File: src/rtl/scf_pkg.sv
// Shared types, constants and helper functions of the sieve contact force block.
package scf_pkg;

    localparam int NUM_PARTICLES = 65536;
    localparam int TAB_AW        = $clog2(NUM_PARTICLES);
    localparam int TRI_W         = 12;
    localparam int ST_W          = 2;
    localparam int ENT_W         = ST_W + TRI_W;
    localparam int QUO_W         = 57;
    localparam int DCNT_W        = 6;
    localparam int PADDR_W       = 6;

    localparam logic [DCNT_W-1:0] DIV_LAST = DCNT_W'(QUO_W - 1);

    localparam logic [63:0] PIOVERFOUR = 64'd3373259426;
    localparam logic signed [63:0] S64_MAX = 64'sh7FFF_FFFF_FFFF_FFFF;
    localparam logic signed [63:0] S64_MIN = 64'sh8000_0000_0000_0000;

    localparam logic [ST_W-1:0] ST_FREE   = 2'd0;
    localparam logic [ST_W-1:0] ST_PASSED = 2'd1;
    localparam logic [ST_W-1:0] ST_HELD   = 2'd2;

    localparam logic [2:0] REG_SIZE      = 3'd0;
    localparam logic [2:0] REG_SPACING   = 3'd1;
    localparam logic [2:0] REG_STIFFNESS = 3'd2;
    localparam logic [2:0] REG_DAMPING   = 3'd3;
    localparam logic [2:0] REG_MS_PASS   = 3'd4;

    typedef enum logic [2:0] {
        OUT_SKIP      = 3'd0,
        OUT_NOCONTACT = 3'd1,
        OUT_RELEASED  = 3'd2,
        OUT_PASSED    = 3'd3,
        OUT_FORCE     = 3'd4
    } t_outcome;

    typedef enum logic [3:0] {
        MOP_SS, MOP_LHS, MOP_DD, MOP_RHS,
        MOP_N0, MOP_N1, MOP_N2,
        MOP_P0, MOP_P1, MOP_P2,
        MOP_FD, MOP_FS,
        MOP_F0, MOP_F1, MOP_F2
    } t_mop;

    typedef enum logic [1:0] {SH_0, SH_16, SH_24, SH_32} t_shift;

    typedef enum logic [3:0] {
        S_CLEAR, S_IDLE, S_RD, S_ENT, S_DIV, S_DWAIT, S_MSTART, S_MWAIT, S_OUT
    } t_state;

    typedef struct packed {
        logic            latch_in;
        logic            clr;
        logic            tab_we;
        logic [ST_W-1:0] tab_st;
        logic            tab_held;
        logic            div_start;
        logic            mul_start;
        logic            mul_take;
        t_mop            mop;
        logic            load_out;
        t_outcome        outcome;
    } t_cmd;

    typedef struct packed {
        logic            clr_last;
        logic            skip;
        logic            barred;
        logic            no_contact;
        logic [ST_W-1:0] ent_st;
        logic            held_match;
        logic            d_pos;
        logic            pass_ok;
        logic            div_done;
        logic            mul_done;
        logic            out_free;
    } t_sts;

    function automatic logic signed [63:0] sat_add(input logic signed [63:0] a,
                                                   input logic signed [63:0] b);
        logic signed [63:0] s;
        s = a + b;
        if (!a[63] && !b[63] && s[63]) return S64_MAX;
        if (a[63] && b[63] && !s[63]) return S64_MIN;
        return s;
    endfunction

endpackage

File: src/rtl/scf_ctrl.sv
// Controller state machine: table clearing, contact decisions and operation sequencing.
module scf_ctrl import scf_pkg::*; (
    input  logic i_clk,
    input  logic i_rst_n,
    input  logic i_valid,
    input  t_sts i_sts,
    output t_cmd o_cmd,
    output logic o_stall
);
    t_state   r_state, n_state;
    t_mop     r_mop, n_mop;
    t_outcome r_outc, n_outc;

    always_ff @(posedge i_clk) begin
        if (!i_rst_n) begin
            r_state <= S_CLEAR;
            r_mop   <= MOP_SS;
            r_outc  <= OUT_SKIP;
        end else begin
            r_state <= n_state;
            r_mop   <= n_mop;
            r_outc  <= n_outc;
        end
    end

    always_comb begin
        n_state       = r_state;
        n_mop         = r_mop;
        n_outc        = r_outc;
        o_cmd         = '0;
        o_cmd.mop     = r_mop;
        o_cmd.outcome = r_outc;
        case (r_state)
            S_CLEAR: begin
                o_cmd.clr = 1'b1;
                if (i_sts.clr_last) n_state = S_IDLE;
            end
            S_IDLE: begin
                if (i_valid) begin
                    o_cmd.latch_in = 1'b1;
                    n_state        = S_RD;
                end
            end
            S_RD: begin
                n_state = S_ENT;
            end
            S_ENT: begin
                if (i_sts.skip) begin
                    n_outc  = OUT_SKIP;
                    n_state = S_OUT;
                end else if (i_sts.no_contact) begin
                    if (i_sts.ent_st == ST_HELD && i_sts.held_match) begin
                        o_cmd.tab_we = 1'b1;
                        o_cmd.tab_st = ST_FREE;
                        n_outc       = OUT_RELEASED;
                    end else begin
                        n_outc = OUT_NOCONTACT;
                    end
                    n_state = S_OUT;
                end else if (i_sts.ent_st == ST_FREE) begin
                    if (!i_sts.barred && i_sts.d_pos) begin
                        n_mop   = MOP_SS;
                        n_state = S_MSTART;
                    end else begin
                        o_cmd.tab_we   = 1'b1;
                        o_cmd.tab_st   = ST_HELD;
                        o_cmd.tab_held = 1'b1;
                        n_state        = S_DIV;
                    end
                end else if (i_sts.ent_st == ST_HELD) begin
                    n_state = S_DIV;
                end else begin
                    n_outc  = OUT_PASSED;
                    n_state = S_OUT;
                end
            end
            S_DIV: begin
                o_cmd.div_start = 1'b1;
                n_state         = S_DWAIT;
            end
            S_DWAIT: begin
                if (i_sts.div_done) begin
                    n_mop   = MOP_N0;
                    n_state = S_MSTART;
                end
            end
            S_MSTART: begin
                o_cmd.mul_start = 1'b1;
                n_state         = S_MWAIT;
            end
            S_MWAIT: begin
                if (i_sts.mul_done) begin
                    o_cmd.mul_take = 1'b1;
                    case (r_mop)
                        MOP_RHS: begin
                            o_cmd.tab_we = 1'b1;
                            if (i_sts.pass_ok) begin
                                o_cmd.tab_st = ST_PASSED;
                                n_outc       = OUT_PASSED;
                                n_state      = S_OUT;
                            end else begin
                                o_cmd.tab_st   = ST_HELD;
                                o_cmd.tab_held = 1'b1;
                                n_state        = S_DIV;
                            end
                        end
                        MOP_F2: begin
                            n_outc  = OUT_FORCE;
                            n_state = S_OUT;
                        end
                        default: begin
                            n_mop   = t_mop'(4'(r_mop) + 4'd1);
                            n_state = S_MSTART;
                        end
                    endcase
                end
            end
            S_OUT: begin
                if (i_sts.out_free) begin
                    o_cmd.load_out = 1'b1;
                    n_state        = S_IDLE;
                end
            end
            default: begin
                n_state = S_IDLE;
            end
        endcase
    end

    assign o_stall = (r_state != S_IDLE);
endmodule

File: config.mk
export PLATFORM = sky130hd
export DESIGN_NAME = scf_ctrl
export DESIGN_NICKNAME = d
export VERILOG_FILES = /design/src/rtl/scf_pkg.sv /design/src/rtl/scf_ctrl.sv
export SDC_FILE = /design/constraint.sdc
export NUM_CORES = 1
export LEC_CHECK = 0
export BUFFER_PORTS_ARGS = -buffer_cell sky130_fd_sc_hd__clkbuf_2
export CAP_MARGIN = 0
export CORE_UTILIZATION = 43
export CTS_CLUSTER_DIAMETER = 150
export DETAILED_ROUTE_END_ITERATION = 8
export HOLD_SLACK_MARGIN = 0.06
export PLACE_DENSITY = 0.84
export RECOVER_POWER = 25
export REMOVE_ABC_BUFFERS = 1
export SETUP_SLACK_MARGIN = 0.1
export SLEW_MARGIN = 20
export SYNTH_ARGS = -nofsm -noshare
export SYNTH_HDL_FRONTEND = slang
export SYNTH_SLANG_ARGS = --single-unit
export TNS_END_PERCENT = 30
File: constraint.sdc
create_clock -name i_clk -period 1.7 [get_ports i_clk]
set_input_delay 0.255 -clock i_clk [delete_from_list [all_inputs] [get_ports i_clk]]
set_output_delay 0.255 -clock i_clk [all_outputs]
set_load 0.005 [all_outputs]
Yosys cells after proc, flatten, opt, wreduce, memory -nomap -nowiden:

Cells that the tools add are included.

* bits in registers: 11
* bits in latches: 0
* bits in writable memories: 0
* bits in read-only memories: 0
* bits of input ports: 15
* output and inout port bits: 18
* memories: 0

* $add $sub $neg: 1
* multipliers: 0
* div/mod/pow operators: 0
* magnitude comparators: 0
* equality and inequality tests: 26
* shifts and indexed selects: 0
* multiplexer cells: 50
* bitwise logic cells: 0
* reductions and logical operators: 11

Operators with widths (count)
* $mux W4: 22
* $pmux W4 S9: 1
* $mux W3: 8
* $ne A2 B2 Y1 const B: 10
* $eq A4 B3 Y1 const B: 4
* $pmux W4 S2: 2
* $eq A4 B2 Y1 const B: 3
* $pmux W3 S2: 2
* $pmux W4 S3: 1
* $mux W1: 11
* $eq A4 B4 Y1 const B: 2
* $ne A4 B4 Y1 const B: 2
* $reduce_and A8 Y1: 1
* $mux W2: 3
* $ne A3 B3 Y1 const B: 2
* $reduce_and A6 Y1: 1
* $reduce_and A5 Y1: 1
* $add A4 B1 Y4 const B: 1
* $eq A4 B1 Y1 const B: 1
* $logic_not A4 Y1: 1
* $ne A4 B1 Y1 const B: 1
* $reduce_bool A3 Y1: 1
* $eq A2 B2 Y1 const B: 1
* $logic_and A1 B1 Y1: 2
* other kinds (4): 4

Longest topological paths before layout:

* depth in word-level cells: 7
* mapped depth: 8

Least setup slack after synthesis:

No wires, ideal clock.

* path kind: reg-to-reg
* start: reg r_mop[0]
* end: reg r_mop[3]
* setup time: 72 ps
* arrival time: 1711 ps
* setup slack: -83 ps
* stages on the path, launching flop included: 8
* path buffers: 0
* period minus slack after synthesis: 1783 ps
* path through: dfxtp_1 inv_1 ha_1 and3_1 o211ai_1 nand4_2 or4_1 a21oi_1

* longest elaborated chain between the ends: 4

Ends and longest elaborated chain
* start: declaration: RTL line scf_ctrl.sv:11 `t_mop r_mop, n_mop;`
* start signal: assignment: RTL line scf_ctrl.sv:21 `r_mop <= n_mop;`
* $add A4 B1 Y4, or another cell as far along: RTL line scf_ctrl.sv:112 `n_mop = t_mop'(4'(r_mop) + 4'd1);`
* $mux W4 / $reduce_or A2 Y1 (equally long branches)
* $mux W4 / $ne A2 B2 Y1 (equally long branches)
* $pmux W4 S3 / $reduce_and A8 Y1 (equally long branches)

Several ways; a longest one is shown, not always the timed one. The select of a mux whose other input is x is not followed.
A chain may end at the register's enable or synchronous reset.

Worst setup path after layout:

* start: reg r_mop[1]
* end: reg r_mop[0]

* longest elaborated chain between the ends: 4

Ends and longest elaborated chain
* $eq A4 B4 Y1 / $eq A4 B2 Y1 (equally long branches): RTL line scf_ctrl.sv:94 `case (r_mop)`
* $reduce_or A2 Y1 (no line) *
* $ne A2 B2 Y1 (no line) *
* $reduce_and A8 Y1 (no line) *

Every way passes the cells marked *; elsewhere a longest branch is shown, timed or not.

==> reports/summary.txt <==
die area: 0.00214 mm^2
VDD IR-drop max: 0.320 mV
htree depth: 1
Final Hold Viols: 0
WL/cell: 15.3 um
Starting DRT DRC Count: 23
RSZ-0062 raised after global routing: true
worst path bufs/invs: 1
R2R setup slack: -0.14 ns
fin util: 73.8%
clk sinks: 11
worst slew pin tran: 0.360 ns
nets@finish: 179
Longest Clk Path Bufs: 2
clk_lat worst skew: 0.28 ns
Core Area: 0.00178 mm^2
hold depth: 2
GRT overflow: 0
Synth cell types: 47
row cnt: 15
Total Routed Length: 2840 um
I/O Pins: 33
final worst-path cycle share: 108%
ys async rst share: 0%
die width: 46.3 um
DP Area: 0.00109 mm^2
Reg2Reg Depth: 7
first-pass GRT wire length: 4090 um
Yosys reg bits: 11
top cell type's share of synthesized area: 26.1%
crit start category: flop
Max Cap Viol: 0
end of the worst hold path: r_state[1]
post-synthesis instance area: 843 um^2
post-synth top area cell: dfxtp_1
status: finished, violations left
CP max FO: 4
fin worst setup slack: -0.140 ns
initial antenna violation count: 0
Primary FF master, synth: dfxtp_1
Layout Skew: 0.000219 ns
Worst Setup End Kind: flop
cell leakage power: 0.615 nW
Residual DRC: 0
largest net degree at the start of global routing: 11
WS Path Type: flop to flop
P per Cell Area: 455 mW/mm^2
initial core utilization: 47.3%
register area share after synthesis: 26.1%
Peak Freq: 543 MHz
Syn. warnings: 0
routed vias: 1089
Area Overhead vs Synth: 56.1%
failing checks: setup timing
gpl congestion: 0.806
Tightest Hold Check Type: primary input to flop
Worst Min Path Start: i_sts[1]
Avg Cell Area, Syn: 7.60 um^2
number of CTS-inserted buffers: 3
reg-to-reg critical path startpoint: r_mop[1]
Post-synth top cells: nand2_1 (13), dfxtp_1 (11), nor2_1 (8), inv_1 (7)
Finish-stage setup viols: 5
crit path DAT: 2.04 ns
layout cell share with drive strength beyond 1: 49.1%
antenna-violating nets left: 0
Die Height: 46.3 um
Final min period: 1.84 ns
CP top delay family: simple AND/OR/NAND/NOR gates
ranking of synthesized cells by area: dfxtp_1 (26%), nand2_1 (5.8%), and3_1 (3.7%)
Reg clk slew, reported paths: 0.07 ns
count leader, synth: nand2_1
Root Buffer: clkbuf_4
Total GRT Usage: 27.7%
Slew Viols, Final: 0
vias per cell: 5.85
Slowest Stage Delay on Critical Path: 0.45 ns
1st-pass router iterations: 4
design area: 0.00132 mm^2
Worst Setup SP: r_mop[1]
post-DP HPWL: 1870 um
Worst path slowest cell: or3_4
Worst Path Required: 1.90 ns
r2r endpoint: r_mop[0]
Ant. Diodes: 0
EDFF count, synth: 0
vias in the first global route: 955
Mapped Cells: 111
CTS tree: built
critical path, cell by cell: buf_6 > ha_4 > and3_4 > o211ai_1 > nand4_2 > or3_4 > a21oi_4
slew margin rel.: 75.8%
port bufs: 32
## logic make-up after synthesis
logic type	count (synthesis)	synth area share [%]
flops	11	26.1
buf+inv	16	9.05
fa+ha+maj	2	2.97
compound gates	32	26.7
simple gates	48	32.8
mux	2	2.37
## metrics by stage
step                total power [mW]  TNS (ns)  hold slack (ns)  std cells  setup WS [ns]
finish                         0.600    -0.358            0.253        186         -0.140
global route                   0.630    -0.720            0.262        186         -0.166
CTS                            0.598    -0.291            0.234        184        -0.0713
detailed placement             0.409    -0.119            0.464        175        -0.0543
global placement               0.403         0            0.454        175        0.00355
floorplan                      0.343   -0.0831            0.372        105        -0.0831
## how the worst max path moves through the flow
stage,endpoint,slack (ns),depth (start not counted)
6_report,r_mop[0],-0.14,7
5_1_grt,r_mop[0],-0.17,7
4_1_cts,o_cmd[16],-0.07,4
3_5_place_dp,r_mop[3],-0.05,7
3_3_place_gp,r_mop[3],0.004,7
2_1_floorplan,r_mop[3],-0.08,7
## power by group
| part | internal [mW] | switching [mW] | leakage (nW) | total, mW |
|---|---|---|---|---|
| combinational | 0.0627 | 0.0741 | 0.507 | 0.137 |
| clock | 0.0911 | 0.0948 | 0.0150 | 0.186 |
| sequential | 0.262 | 0.0150 | 0.0930 | 0.277 |
| total | 0.416 | 0.184 | 0.615 | 0.600 |
## area by class of cell
type,instances,area [um^2]
Multi-Input combinational cell,84,667
Tap cell,25,31.3
Inverter,10,37.5
Clock buffer,4,26.3
Sequential cell,11,238
Fill cell,144,467
Timing Repair Buffer,52,317
## layout by cell type (no fill, tap or decap), types with 2 or more instances in the layout
master,netlist,layout
clkbuf_2,0,25
buf_4,2,17
nand2_1,13,11
nor2_1,8,8
inv_1,7,7
clkbuf_1,2,5
dfxtp_1,11,5
and3_1,5,4
dfxtp_4,0,4
nand3_1,3,3
o21ai_0,3,3
a31oi_1,3,3
clkbuf_4,0,3
buf_2,1,3
buf_6,1,3
or3_4,0,2
inv_2,2,2
o21ai_2,0,2
nor3_2,1,2
a21o_1,2,2
nand3b_1,2,2
a21oi_1,5,2
a21oi_4,0,2
a22oi_1,2,2
a211oi_1,2,2
o32ai_1,2,2
mux2i_1,2,2
ha_4,0,2
dfxtp_2,0,2
## per-layer routing
metal  up-vias  GRT usage (%)  share of wire, %
li1        515              -                 -
met1       505           30.1                42
met2        64           46.8                49
met3         5           7.84               7.4
met4         0           17.6               1.9
met5         -              0                 0
## timing repair
| item | 4_1_cts | 5_1_grt |
|---|---|---|
| buffers inserted | 5 | 2 |
| gates resized for setup | 21 | 18 |
| setup endpoints to repair | 18 | 16 |
| hold buffers | 0 | 0 |
| pin swaps | 4 | 6 |
| endpoints found under the hold margin | 0 | 0 |
## state kept, by name, summed over array words and instances (netlist names)
name and count:
r_mop 4, r_outc 3, r_state 4
Note: power is estimated with default switching activity, not from simulation.
